## src/hw/rtl/lobs_pkg.sv

```systemverilog
// Shared types and constants for the Luenberger observer block.
package lobs_pkg;
   localparam int SIG_W   = 24;
   localparam int COEF_W  = 18;
   localparam int ADDR_W  = 6;
   localparam int DEPTH   = 64;
   localparam int PROD_W  = SIG_W + COEF_W;
   localparam int ACC_W   = PROD_W + 8;

   typedef enum logic [1:0] {
      REQ_STEP = 2'd0,
      REQ_COEF = 2'd1,
      REQ_EST  = 2'd2,
      REQ_NONE = 2'd3
   } req_code_type;

   typedef struct packed {
      logic [1:0]               req_type;
      logic [ADDR_W-1:0]        index;
      logic signed [SIG_W-1:0]  value;
      logic signed [SIG_W-1:0]  meas_0;
      logic signed [SIG_W-1:0]  meas_1;
      logic signed [SIG_W-1:0]  ctl_0;
      logic signed [SIG_W-1:0]  ctl_1;
   } req_beat_type;

   typedef struct packed {
      logic                     was_step;
      logic signed [SIG_W-1:0]  est_out_0;
      logic signed [SIG_W-1:0]  est_out_1;
      logic                     sat_flag;
   } rsp_beat_type;

   // MAC control from sequencer
   typedef struct packed {
      logic clear;   // start a new dot product with this term
      logic en;      // accumulate this term
   } mac_ctl_type;

   // round Q.26 to Q.12 half up, then saturate
   function automatic logic [SIG_W:0] round_sat(input logic signed [ACC_W-1:0] acc);
      logic signed [ACC_W-1:0] r;
      logic [SIG_W:0] res;
      r = (acc + ACC_W'(8192)) >>> 14;
      if (r > ACC_W'(8388607))
         res = {1'b1, 24'sh7FFFFF};
      else if (r < -ACC_W'(8388608))
         res = {1'b1, 24'sh800000};
      else
         res = {1'b0, r[SIG_W-1:0]};
      return res;
   endfunction
endpackage

```

## src/hw/rtl/lobs_if.sv

```systemverilog
// Valid/ready channel interfaces for request and response beats.
interface lobs_req_if;
   logic                 valid;
   logic                 ready;
   lobs_pkg::req_beat_type data;
   modport source (output valid, output data, input ready);
   modport sink (input valid, input data, output ready);
endinterface

interface lobs_rsp_if;
   logic                 valid;
   logic                 ready;
   lobs_pkg::rsp_beat_type data;
   modport source (output valid, output data, input ready);
   modport sink (input valid, input data, output ready);
endinterface

```

## src/hw/rtl/luenberger_observer_step_top.sv

```systemverilog
// Top level of the fixed-point Luenberger observer.
// Request channel (req_*): one beat per item. A step beat carries measurements
// and controls; a coefficient beat writes one word of the 64-entry table
// (A, B, C, D, L row-major); an estimate beat writes one estimate element.
// Response channel (rsp_*): exactly one beat per request beat, in order.
// A step returns the predicted output y = C*x + D*u from the old estimate and
// the saturation flag; load and unused beats return all-zero fields.
// A step runs on one shared multiply-accumulate unit fed from the coefficient
// memory: each row's terms are issued in turn, then drained through the read,
// product and accumulate stages before the next row (default sizes: 2 rows
// of 6 terms, 4 rows of 8 terms); a done state closes the step. A load beat's
// response is registered and valid in the cycle after the beat is taken.
// The block handles one item at a time; req_ready is low while a step runs
// or a response beat waits, so a new load waits for the previous response.
// Reset clears the estimate and control state at once; the coefficient table
// is cleared by a sweep over all 64 entries after reset, with req_ready low.
// A stalled receiver holds the response beat; nothing is lost.
module luenberger_observer_step_top #(
   parameter int N_STATES = 4,
   parameter int N_MEAS   = 2,
   parameter int N_CTRL   = 2
) (
   input  logic       clock,
   input  logic       reset,
   lobs_req_if.sink   req,
   lobs_rsp_if.source rsp
);
   logic [lobs_pkg::ADDR_W:0] clr_ff;
   logic clearing;
   logic busy_ff;
   logic rsp_valid_ff;
   lobs_pkg::rsp_beat_type rsp_ff;
   logic accept, start_step;
   logic done;
   lobs_pkg::rsp_beat_type step_rsp;
   logic [lobs_pkg::ADDR_W-1:0] raddr;
   logic signed [lobs_pkg::COEF_W-1:0] coef;
   logic we;
   logic [lobs_pkg::ADDR_W-1:0] waddr;
   logic [lobs_pkg::COEF_W-1:0] wdata;

   assign clearing = !clr_ff[lobs_pkg::ADDR_W];
   assign req.ready = !clearing && !busy_ff && !rsp_valid_ff;
   assign accept = req.valid && req.ready;
   assign start_step = accept && req.data.req_type == lobs_pkg::REQ_STEP;

   assign we    = clearing || (accept && req.data.req_type == lobs_pkg::REQ_COEF);
   assign waddr = clearing ? clr_ff[lobs_pkg::ADDR_W-1:0] : req.data.index;
   assign wdata = clearing ? '0 : req.data.value[lobs_pkg::COEF_W-1:0];

   lobs_coef_mem u_mem (
      .clock (clock),
      .we    (we),
      .waddr (waddr),
      .wdata (wdata),
      .raddr (raddr),
      .rdata (coef)
   );

   lobs_seq #(
      .N_STATES (N_STATES),
      .N_MEAS   (N_MEAS),
      .N_CTRL   (N_CTRL)
   ) u_seq (
      .clock (clock),
      .reset (reset),
      .start (accept),
      .req   (req.data),
      .coef  (coef),
      .raddr (raddr),
      .done  (done),
      .rsp   (step_rsp)
   );

   always_ff @(posedge clock) begin
      if (reset) begin
         clr_ff <= '0;
         busy_ff <= 1'b0;
         rsp_valid_ff <= 1'b0;
      end else begin
         if (clearing)
            clr_ff <= clr_ff + 1'b1;
         if (start_step)
            busy_ff <= 1'b1;
         if (done) begin
            busy_ff <= 1'b0;
            rsp_valid_ff <= 1'b1;
         end else if (accept && !start_step)
            rsp_valid_ff <= 1'b1;
         else if (rsp.ready)
            rsp_valid_ff <= 1'b0;
      end
      if (done)
         rsp_ff <= step_rsp;
      else if (accept && !start_step)
         rsp_ff <= '0;
   end

   assign rsp.valid = rsp_valid_ff;
   assign rsp.data  = rsp_ff;

   a_no_accept_busy: assert property (@(posedge clock) disable iff (reset)
      busy_ff |-> !req.ready) else $error("request taken during step");
   a_done_busy: assert property (@(posedge clock) disable iff (reset)
      done |-> busy_ff) else $error("step done while idle");
   a_no_accept_clear: assert property (@(posedge clock) disable iff (reset)
      clearing |-> !accept) else $error("request taken while clearing");
endmodule

```

## src/hw/rtl/lobs_mac.sv

```systemverilog
// Shared multiply-accumulate unit with one registered product stage.
module lobs_mac (
   input  logic                                  clock,
   input  lobs_pkg::mac_ctl_type                 ctl,
   input  logic signed [lobs_pkg::COEF_W-1:0]    coef,
   input  logic signed [lobs_pkg::SIG_W-1:0]     sig,
   output logic signed [lobs_pkg::ACC_W-1:0]     acc
);
   logic signed [lobs_pkg::PROD_W-1:0] prod_ff, prod_in;
   lobs_pkg::mac_ctl_type              ctl_ff;
   logic signed [lobs_pkg::ACC_W-1:0]  acc_ff, acc_in;

   assign prod_in = lobs_pkg::PROD_W'(coef) * lobs_pkg::PROD_W'(sig);

   always_comb begin
      acc_in = acc_ff;
      if (ctl_ff.en) begin
         if (ctl_ff.clear)
            acc_in = lobs_pkg::ACC_W'(prod_ff);
         else
            acc_in = acc_ff + lobs_pkg::ACC_W'(prod_ff);
      end
   end

   always_ff @(posedge clock) begin
      prod_ff <= prod_in;
      ctl_ff  <= ctl;
      acc_ff  <= acc_in;
   end

   assign acc = acc_ff;
endmodule

```

## src/hw/rtl/lobs_coef_mem.sv

```systemverilog
// Coefficient memory with registered read; the top level clears it after reset through the write port.
module lobs_coef_mem (
   input  logic                                clock,
   input  logic                                we,
   input  logic [lobs_pkg::ADDR_W-1:0]         waddr,
   input  logic [lobs_pkg::COEF_W-1:0]         wdata,
   input  logic [lobs_pkg::ADDR_W-1:0]         raddr,
   output logic signed [lobs_pkg::COEF_W-1:0]  rdata
);
   logic [lobs_pkg::COEF_W-1:0] mem [lobs_pkg::DEPTH];
   logic [lobs_pkg::COEF_W-1:0] rdata_ff;

   always_ff @(posedge clock) begin
      if (we)
         mem[waddr] <= wdata;
      rdata_ff <= mem[raddr];
   end

   assign rdata = rdata_ff;
endmodule

```

## src/hw/rtl/lobs_seq.sv

```systemverilog
// Step sequencer: walks the dot products, drives the MAC and updates the estimate.
module lobs_seq #(
   parameter int N_STATES = 4,
   parameter int N_MEAS   = 2,
   parameter int N_CTRL   = 2
) (
   input  logic                                 clock,
   input  logic                                 reset,
   input  logic                                 start,
   input  lobs_pkg::req_beat_type               req,
   input  logic signed [lobs_pkg::COEF_W-1:0]   coef,
   output logic [lobs_pkg::ADDR_W-1:0]          raddr,
   output logic                                 done,
   output lobs_pkg::rsp_beat_type               rsp
);
   localparam int NT   = N_STATES + N_CTRL + N_MEAS;   // terms per row, max
   localparam int TW   = $clog2(NT + 1);
   localparam int NR   = N_MEAS + N_STATES;
   localparam int RW   = $clog2(NR + 1);
   localparam int XW   = (N_STATES > 1) ? $clog2(N_STATES) : 1;
   localparam int OFS_A = 0;
   localparam int OFS_B = OFS_A + N_STATES * N_STATES;
   localparam int OFS_C = OFS_B + N_STATES * N_CTRL;
   localparam int OFS_D = OFS_C + N_MEAS * N_STATES;
   localparam int OFS_L = OFS_D + N_MEAS * N_CTRL;
   localparam int AW   = 8;

   typedef enum logic [3:0] {
      S_IDLE = 4'b0001,
      S_RUN  = 4'b0010,
      S_WAIT = 4'b0100,
      S_DONE = 4'b1000
   } state_type;

   state_type state_ff, state_in;
   logic [RW-1:0] row_ff, row_in;
   logic [TW-1:0] term_ff, term_in;
   logic [1:0]    drain_ff, drain_in;

   // estimate memory: old values read, new values written to the other bank
   logic signed [lobs_pkg::SIG_W-1:0] est_mem [2][N_STATES];
   logic bank_ff;
   logic signed [lobs_pkg::SIG_W-1:0] est_rd_ff;
   logic signed [lobs_pkg::SIG_W-1:0] y_ff [2];
   logic signed [lobs_pkg::SIG_W-1:0] e_ff [2];
   logic sat_ff;
   logic signed [lobs_pkg::SIG_W-1:0] meas_ff [2];
   logic signed [lobs_pkg::SIG_W-1:0] ctl_ff [2];

   logic [AW-1:0] addr_full;
   logic [TW-1:0] nterm;
   logic term_valid;
   logic is_x, is_u;
   logic [XW-1:0] xidx;
   logic [0:0] jidx;
   logic row_is_y;
   logic [RW-1:0] srow;

   // operand source pipeline aligned with memory read latency
   logic [1:0] src_ff;        // 0 x, 1 u, 2 e
   logic [0:0] j_ff;
   lobs_pkg::mac_ctl_type ctl_p, mctl_ff;
   logic signed [lobs_pkg::SIG_W-1:0] sig;
   logic signed [lobs_pkg::COEF_W-1:0] cval;
   logic signed [lobs_pkg::ACC_W-1:0] acc;
   logic [lobs_pkg::SIG_W:0] rs;
   logic signed [lobs_pkg::SIG_W+1:0] diff;
   logic row_done_p, row_done_m, row_done_q, row_done_r;
   logic [RW-1:0] rrow_p, rrow_q, rrow_r;
   logic addr_ok_ff;

   assign row_is_y = (row_ff < RW'(N_MEAS));
   assign srow = row_ff - RW'(N_MEAS);
   assign nterm = row_is_y ? TW'(N_STATES + N_CTRL) : TW'(NT);
   assign term_valid = (state_ff == S_RUN);
   assign is_x = (term_ff < TW'(N_STATES));
   assign is_u = !is_x && (term_ff < TW'(N_STATES + N_CTRL));
   assign xidx = XW'(term_ff);

   always_comb begin
      jidx = '0;
      addr_full = '0;
      if (is_x) begin
         addr_full = row_is_y ? AW'(OFS_C + N_STATES * row_ff + term_ff)
                              : AW'(OFS_A + N_STATES * srow + term_ff);
      end else if (is_u) begin
         jidx = 1'(term_ff - TW'(N_STATES));
         addr_full = row_is_y ? AW'(OFS_D + N_CTRL * row_ff + jidx)
                              : AW'(OFS_B + N_CTRL * srow + jidx);
      end else begin
         jidx = 1'(term_ff - TW'(N_STATES + N_CTRL));
         addr_full = AW'(OFS_L + N_MEAS * srow + jidx);
      end
   end

   assign raddr = addr_full[lobs_pkg::ADDR_W-1:0];

   always_comb begin
      state_in = state_ff;
      row_in = row_ff;
      term_in = term_ff;
      drain_in = drain_ff;
      done = 1'b0;
      unique case (state_ff)
         S_IDLE: begin
            if (start && req.req_type == lobs_pkg::REQ_STEP) begin
               state_in = S_RUN;
               row_in = '0;
               term_in = '0;
            end
         end
         S_RUN: begin
            if (term_ff == nterm - TW'(1)) begin
               term_in = '0;
               state_in = S_WAIT;
               drain_in = '0;
            end else begin
               term_in = term_ff + TW'(1);
            end
         end
         S_WAIT: begin
            // let the row drain through read, product and accumulate stages
            drain_in = drain_ff + 2'd1;
            if (drain_ff == 2'd3) begin
               if (row_ff == RW'(NR - 1))
                  state_in = S_DONE;
               else begin
                  row_in = row_ff + RW'(1);
                  state_in = S_RUN;
               end
            end
         end
         S_DONE: begin
            done = 1'b1;
            state_in = S_IDLE;
         end
         default: state_in = S_IDLE;
      endcase
   end

   assign ctl_p.en = term_valid;
   assign ctl_p.clear = (term_ff == '0);
   assign row_done_p = term_valid && (term_ff == nterm - TW'(1));

   always_comb begin
      unique case (src_ff)
         2'd0: sig = est_rd_ff;
         2'd1: sig = ctl_ff[j_ff];
         default: sig = e_ff[j_ff];
      endcase
      cval = addr_ok_ff ? coef : '0;
   end

   lobs_mac u_mac (
      .clock (clock),
      .ctl   (mctl_ff),
      .coef  (cval),
      .sig   (sig),
      .acc   (acc)
   );

   assign rs = lobs_pkg::round_sat(acc);
   assign diff = (lobs_pkg::SIG_W+2)'(meas_ff[rrow_r[0]])
               - (lobs_pkg::SIG_W+2)'($signed(rs[lobs_pkg::SIG_W-1:0]));

   always_ff @(posedge clock) begin
      if (reset) begin
         state_ff <= S_IDLE;
         bank_ff  <= 1'b0;
         mctl_ff  <= '0;
         row_done_m <= 1'b0;
         row_done_q <= 1'b0;
         row_done_r <= 1'b0;
         for (int b = 0; b < 2; b++)
            for (int k = 0; k < N_STATES; k++)
               est_mem[b][k] <= '0;
      end else begin
         state_ff <= state_in;
         mctl_ff  <= ctl_p;
         // the row-done flag of the last term follows it through the m, q and r registers to the accumulator
         row_done_m <= row_done_p;
         row_done_q <= row_done_m;
         row_done_r <= row_done_q;
         if (start && req.req_type == lobs_pkg::REQ_EST
             && 32'(req.index) < N_STATES)
            est_mem[bank_ff][XW'(req.index)] <= req.value;
         if (row_done_r && rrow_r >= RW'(N_MEAS))
            est_mem[~bank_ff][XW'(rrow_r - RW'(N_MEAS))] <= $signed(rs[lobs_pkg::SIG_W-1:0]);
         if (done)
            bank_ff <= ~bank_ff;
      end
      row_ff <= row_in;
      term_ff <= term_in;
      drain_ff <= drain_in;
      est_rd_ff <= est_mem[bank_ff][xidx];
      src_ff <= is_x ? 2'd0 : (is_u ? 2'd1 : 2'd2);
      j_ff <= jidx;
      addr_ok_ff <= (addr_full < AW'(lobs_pkg::DEPTH));
      rrow_p <= row_ff;
      rrow_q <= rrow_p;
      rrow_r <= rrow_q;
      if (state_ff == S_IDLE && start) begin
         sat_ff <= 1'b0;
         meas_ff[0] <= req.meas_0;
         meas_ff[1] <= (N_MEAS > 1) ? req.meas_1 : '0;
         ctl_ff[0] <= req.ctl_0;
         ctl_ff[1] <= (N_CTRL > 1) ? req.ctl_1 : '0;
         y_ff[0] <= '0;
         y_ff[1] <= '0;
      end else if (row_done_r) begin
         if (rs[lobs_pkg::SIG_W])
            sat_ff <= 1'b1;
         if (rrow_r < RW'(N_MEAS)) begin
            y_ff[rrow_r[0]] <= $signed(rs[lobs_pkg::SIG_W-1:0]);
            if (diff > (lobs_pkg::SIG_W+2)'(8388607)) begin
               e_ff[rrow_r[0]] <= 24'sh7FFFFF;
               sat_ff <= 1'b1;
            end else if (diff < -(lobs_pkg::SIG_W+2)'(8388608)) begin
               e_ff[rrow_r[0]] <= 24'sh800000;
               sat_ff <= 1'b1;
            end else
               e_ff[rrow_r[0]] <= diff[lobs_pkg::SIG_W-1:0];
         end
      end
   end

   assign rsp.was_step  = 1'b1;
   assign rsp.est_out_0 = y_ff[0];
   assign rsp.est_out_1 = y_ff[1];
   assign rsp.sat_flag  = sat_ff;
endmodule

```

## src/flat_wrapper.sv

```systemverilog
// flat-port wrapper written by rule: the top's interface ports become plain ports
module luenberger_observer_step_top_flat 
#(
   parameter int N_STATES = 4,
   parameter int N_MEAS   = 2,
   parameter int N_CTRL   = 2
)
  (clock, reset, req_valid, req_data, req_ready, rsp_valid, rsp_data, rsp_ready);
  lobs_req_if req_i ();
  lobs_rsp_if rsp_i ();
  input  logic clock;
  input  logic reset;
  input wire logic [$bits(req_i.valid)-1:0] req_valid;
  input wire logic [$bits(req_i.data)-1:0] req_data;
  output wire logic [$bits(req_i.ready)-1:0] req_ready;
  output wire logic [$bits(rsp_i.valid)-1:0] rsp_valid;
  output wire logic [$bits(rsp_i.data)-1:0] rsp_data;
  input wire logic [$bits(rsp_i.ready)-1:0] rsp_ready;
  assign req_i.valid = req_valid;
  assign req_i.data = req_data;
  assign req_ready = req_i.ready;
  assign rsp_valid = rsp_i.valid;
  assign rsp_data = rsp_i.data;
  assign rsp_i.ready = rsp_ready;
  luenberger_observer_step_top #(.N_STATES(N_STATES), .N_MEAS(N_MEAS), .N_CTRL(N_CTRL)) u_core (.clock(clock), .reset(reset), .req(req_i), .rsp(rsp_i));
endmodule
```

## config.mk

```make
export PLATFORM = sky130hd
export DESIGN_NAME = luenberger_observer_step_top_flat
export DESIGN_NICKNAME = d
export VERILOG_FILES = /design/src/hw/rtl/lobs_pkg.sv /design/src/hw/rtl/lobs_if.sv /design/src/hw/rtl/luenberger_observer_step_top.sv /design/src/hw/rtl/lobs_mac.sv /design/src/hw/rtl/lobs_coef_mem.sv /design/src/hw/rtl/lobs_seq.sv /design/src/flat_wrapper.sv
export SDC_FILE = /design/constraint.sdc
export NUM_CORES = 2
export LEC_CHECK = 0
export BUFFER_PORTS_ARGS = -buffer_cell sky130_fd_sc_hd__buf_2
export CORE_ASPECT_RATIO = 2
export CORE_MARGIN = 2
export CORE_UTILIZATION = 65
export DETAILED_ROUTE_END_ITERATION = 16
export PLACE_DENSITY = 0.88
export SYNTH_ARGS = -nofsm -noshare
export SYNTH_HDL_FRONTEND = slang
export SYNTH_SLANG_ARGS = --single-unit
```

## constraint.sdc

```tcl
create_clock -name clock -period 13.2 [get_ports clock]
set_input_delay 2.64 -clock clock [delete_from_list [all_inputs] [get_ports clock]]
set_output_delay 2.64 -clock clock [all_outputs]
set_load 0.05 [all_outputs]
```

# Yosys cells after proc, flatten, opt, wreduce, memory -nomap -nowiden
# Memories as Yosys holds them, arrays and structs flattened. A register that Yosys moved wholly into a read port is not among the register bits.
# Index checks and enable logic that the tools add are counted.
[totals]
memories = 6
out_inout_bits = 52
elab_cells = 223
reg_bits = 209
in_bits = 132
mem_bits_rw = 1536
[classes]
bitwise = 6
add_sub_neg = 21
eq_ne = 14
n_mux = 94
n_reduce_logical = 36
mul = 1
n_lt_le_gt_ge = 16
[mem_list]
columns = ["name", "words", "word_bits", "read_ports", "rd_clocked_by_memory_dff", "write_ports", "line_no", "rtl"]
rows = [
  ["u_core.u_mem.mem", 64, 18, 1, 1, 1, "lobs_coef_mem.sv:10", "logic [lobs_pkg::COEF_W-1:0] mem [lobs_pkg::DEPTH];"],
  ["u_core.u_seq.est_mem", 2, 96, 1, 1, 2, "lobs_seq.sv:41", "logic signed [lobs_pkg::SIG_W-1:0] est_mem [2][N_STATES];"],
  ["u_core.u_seq.ctl_ff", 2, 24, 1, 1, 2, "lobs_seq.sv:48", "logic signed [lobs_pkg::SIG_W-1:0] ctl_ff [2];"],
  ["u_core.u_seq.e_ff", 2, 24, 1, 1, 1, "lobs_seq.sv:45", "logic signed [lobs_pkg::SIG_W-1:0] e_ff [2];"],
  ["u_core.u_seq.meas_ff", 2, 24, 1, 1, 2, "lobs_seq.sv:47", "logic signed [lobs_pkg::SIG_W-1:0] meas_ff [2];"],
  ["u_core.u_seq.y_ff", 2, 24, 2, 0, 2, "lobs_seq.sv:44", "logic signed [lobs_pkg::SIG_W-1:0] y_ff [2];"],
]
[ops]
columns = ["cell", "count"]
rows = [
  ["two-way mux 96 bit", 6],
  ["OR reduction 96 bit", 2],
  ["two-way mux 24 bit", 7],
  ["two-way mux 49 bit", 2],
  ["demux 24 bit (select 2 bit)", 2],
  ["adder 50 x 15 -> 50 bit (second input constant)", 1],
  ["adder 50 x 42 -> 50 bit", 1],
  ["two-way mux 25 bit", 2],
  ["two-way mux 50 bit", 1],
  ["binary-select mux 24 bit (select 2 bit)", 1],
  ["two-way mux 1 bit", 48],
  ["case mux 24 bit (2 select lines)", 1],
  ["multiplier 18 x 24 -> 42 bit", 1],
  ["greater-than comparator 36 x 24 -> 1 bit (second input constant)", 1],
  ["less-than comparator 36 x 24 -> 1 bit (second input constant)", 1],
  ["two-way mux 18 bit", 2],
  ["two-way mux 4 bit", 7],
  ["greater-than comparator 25 x 24 -> 1 bit (second input constant)", 1],
  ["less-than comparator 25 x 24 -> 1 bit (second input constant)", 1],
  ["subtractor 24 x 24 -> 25 bit", 1],
  ["two-way mux 8 bit", 3],
  ["OR reduction 24 bit", 1],
  ["adder 7 x 1 -> 8 bit", 2],
  ["adder 6 x 4 -> 7 bit (first input constant)", 2],
  ["other kinds (52)", 91],
]

# Depth between registers and ports, before layout
[logic_depth]
word_depth = 14
ltp_mapped = 31
depth_no_buf = 28

# Hierarchy
# Synthesis repeated with hierarchy kept, for this count alone.
[hier_totals]
cells_unflattened = 6197
area_unflattened_um2 = 89114.2
[by_module_without_submodules]
columns = ["module", "area_each_um2", "seq_area_each_um2", "cells_per_inst", "instances"]
rows = [
  ["lobs_coef_mem", 44621.5, 34953.5, 1957, 1],
  ["lobs_seq", 21366.7, 12782.3, 1776, 1],
  ["lobs_mac", 20681.1, 2382.3, 2288, 1],
  ["luenberger_observer_step_top", 2444.8, 1681.6, 176, 1],
]

# Worst setup path before layout
# OpenSTA, ideal clock, no wires.
[synth_timing]
kind = "register -> register"
from = "register (tool-made name)"
to = "register u_core.u_seq.u_mac.prod_ff[25] (netlist bit)"
required_time_ps = 13128
path_stages_with_launch = 28
setup_time_ps = 72
t_arrival_ps = 7405
path_slack_ps = 5723
synth_period_minus_slack_ps = 7477
path_buffers = 4
cell_sequence = "dfxtp_1 -> clkbuf_1 -> clkbuf_1 -> buf_1 -> mux2i_1 -> a21oi_1 -> clkbuf_1 -> nand2_1 -> fa_1 -> inv_1 -> fa_1 -> inv_1 -> fa_1 -> fa_1 -> inv_1 -> fa_1 -> fa_1 -> ha_1 -> a21o_1 -> a21oi_1 -> o21ai_1 -> a221o_1 -> a21o_1 -> a21o_1 -> a21o_1 -> a211o_1 -> a21oi_1 -> xnor2_1"
[synth_rtl]
columns = ["element", "line_no", "rtl"]
rows = [
  ["end signal, assigned", "lobs_mac.sv:26", "prod_ff <= prod_in;"],
  ["end, declared", "lobs_mac.sv:9", "logic signed [lobs_pkg::PROD_W-1:0] prod_ff, prod_in;"],
]

==> impl_metrics.yaml <==
status:
  status: "complete, but fails checks"
  violations: "capacitance limit, slew limit"
placed_design:
  hpwl_um: 176800
  io_buffers: 183
  gp_congestion: 1.042
synthesis:
  synth-main-ff-cell: "edfxtp_1"
  ys_async_sr_fraction_pct: 0
  synth_area_um2: 88270
  synth_nets: 6967
  yosysSeqAreaShare_pct: 58.67
  synth.distinct_cells: 91
  syn_inst: 6211
  synth.avg_cell_area_um2: 14.21
  synth_top_area_share_pct: 55.92
  yosys.area.top_type: "edfxtp_1"
  yosys_warnings: 0
  synth_seq_cells: 1765
  ys_top_cells_by_area: "edfxtp_1 (56%), fa_1 (9.7%), mux4_2 (8.6%)"
  synth-edff-count: 1644
floorplan:
  die_h_um: 525.2
  rows: 191
  dieArea_um2: 139000
  start_util_pct: 65.38
  io_pins: 184
  die_w_um: 264.6
  core_area_um2: 135000
sta:
  worstMarginPinSlew_ps: 1566
  setup_viol: 0
  fin_crit_sh_pct: 63.58
  grt_setup_unrepaired: "false"
  fin_setup_tns_ps: 0
  hold_viol: 0
  slew_headroom_pct: -5.018
  clock.fmax_mhz: 119.2
  min_period_ps: 8392
  finalMaxSlewViolations: 3
  final.setup_skew_ps: 46.97
global_route:
  antenna_found_initial: 18
  grt_pass1_vias: 59520
  grt_max_degree: 114
  grt_overflow: 0
  track_usage_pct: 41.23
  grt_first_pass_wirelength_um: 404000
route:
  drtIter0Drc: 7972
  dr.pass1.iters: 7
  viasPerCell: 7.001
  wl_um: 279600
  route.detailed.drc: 0
  ant_nets: 0
  routedWlPerCell_um: 33.81
  vias: 57900
worst_setup_path:
  crit_slowest_cell: "a21oi_1"
  cp-end-kind: "flip-flop"
  path_class: "flip-flop to flip-flop"
  crit_path_frequent_cell: "fa_1"
  critPathRequiredTime_ps: 13900
  max_stage_delay_ps: 780
  arrival_ps: 9100
  crit_path_start_kind: "flip-flop"
  path_max_fanout: 48
worst_hold_path:
  hp-start: "u_core.u_seq.rrow_p[1]$_DFF_P_"
  hold_class: "flip-flop to flip-flop"
clock_tree:
  cts.reportedPaths.clkPinSlew_ps: 70
  clockBufferDepth: 3
  hold_buffers: 0
  cts_buffers: 146
  clock_sinks: 1765
  post_cts_resized: 0
  htreeDepth: 4
  cts_setup_buffers: 0
  clockRootBuffer: "clkbuf_16"
  insertion_delay_ps: 840
  cts_tree: "done"
run:
  cap_violations: 2
final_layout:
  drive_above_1_share_pct: 16.69
  area_growth_pct: 9.460
  nets: 7155
==> cell usage after synthesis (all sizes together), types with 96 or more instances <==
cell and n:
inv 488, edfxtp 1644, nand2 789, ha 195, a21o 96, a21oi 185, and2 165, clkbuf 226
o21ai 248, mux4 336, a211oi 98, dfxtp 121, nor2 344, fa 429
==> routing by layer <==
layer	global-route usage [%]	vias up	part of all wire, %	wire [µm]
met5	0	-	0.020	55
met4	40.08	8	13	35450
met3	12.25	1552	11	31910
met2	66.51	5006	48	134900
met1	42.28	28480	28	77300
li1	-	22860	-	-
==> worst max-delay path, delay by kind of cell, from the launching register on <==
family	cells	cell delay, ps
buf+inv	4	1220
xor+xnor	1	160
fa+ha+maj	7	3460
flops	1	310
simple gates	5	740
compound gates	7	2150
mux	1	170
==> cell usage in the layout, fill, tap and decap left out, drive strengths merged, types with 19 or more instances in the layout <==
cell	instances
a21o	96
nor2b	54
inv	499
fa	429
a31oi	47
and3	19
nand2	789
nand4	22
a21oi	185
xnor2	92
mux4	336
a211oi	98
mux2i	60
mux2	32
nor3	24
buf	356
ha	195
nor2	344
and2	165
dfxtp	121
nand2b	31
o21ai	248
xor2	56
a311oi	38
clkbuf	188
nand3	56
clkinv	54
o22ai	77
edfxtp	1644
==> stage by stage <==
step                hold WS [ps]  instances  setup WS [ps]  cell area [µm²]  utilization [%]
floorplan                  309.6       6211           5723            88270                -
global placement           310.5       7984           5187            91550            67.81
detailed placement         312.1       7984           5124            91550            67.81
CTS                        325.9       8252           4984            96490            71.46
global route               330.2       8260           4450            96600            71.54
finish                     325.7       8270           4808            96630            71.56
==> final cells by class <==
type                            instances  area, µm²
Inverter                              491       1853
Fill cell                            7947      38400
Tap cell                             1737       2173
Clock inverter                         83       1008
Antenna cell                           14      35.03
Multi-Input combinational cell       3636      33530
Sequential cell                      1765      51800
Clock buffer                          185       3931
Timing Repair Buffer                  359       2291
==> final timing paths <==
check	end	slack, ps	cells past startpoint
worst max-delay path	u_core.u_seq.u_mac.prod_ff[40]$_DFF_P_	4810	25
worst min-delay path	u_core.u_seq.rrow_q[1]$_DFF_P_	330	0
worst max register to register	u_core.u_seq.u_mac.prod_ff[40]$_DFF_P_	4810	25
worst min register to register	u_core.u_seq.rrow_q[1]$_DFF_P_	330	0
==> logic make-up (layout without fill, tap and decap cells) <==
kind of cell	after synthesis	count (layout)	share of synthesized area (%)
DFF	1765	1765	58.67
and+or+nand+nor	1561	1561	7.837
AOI/OAI and AO/OA	875	875	6.309
buffers and inverters	810	1118	3.563
adders and majority gates	624	624	12.49
muxes	428	428	9.661
xor gates and xnor gates	148	148	1.468
other	0	14	0
==> flip-flops by register name, indices dropped and copies added (netlist names), 3 cells and up, named ones only <==
signal	cells
u_core.u_seq.e_ff	48
u_core.u_mem.rdata	18
u_core.u_seq.est_mem	192
u_core.u_seq.ctl_ff	48
u_core.u_seq.rrow_p	3
u_core.u_seq.y_ff	48
u_core.clr_ff	7
u_core.rsp.data	50
u_core.u_seq.state_ff	4
u_core.u_seq.est_rd_ff	24
u_core.u_seq.u_mac.prod_ff	42
u_core.u_mem.mem	1152
u_core.u_seq.rrow_r	3
u_core.u_seq.rrow_q	3
u_core.u_seq.term_ff	4
u_core.u_seq.u_mac.acc	50
u_core.u_seq.row_ff	3
u_core.u_seq.meas_ff	48
Power is not shown: default switching activity piles up to over one toggle a cycle in this logic, so the estimate is an artifact.
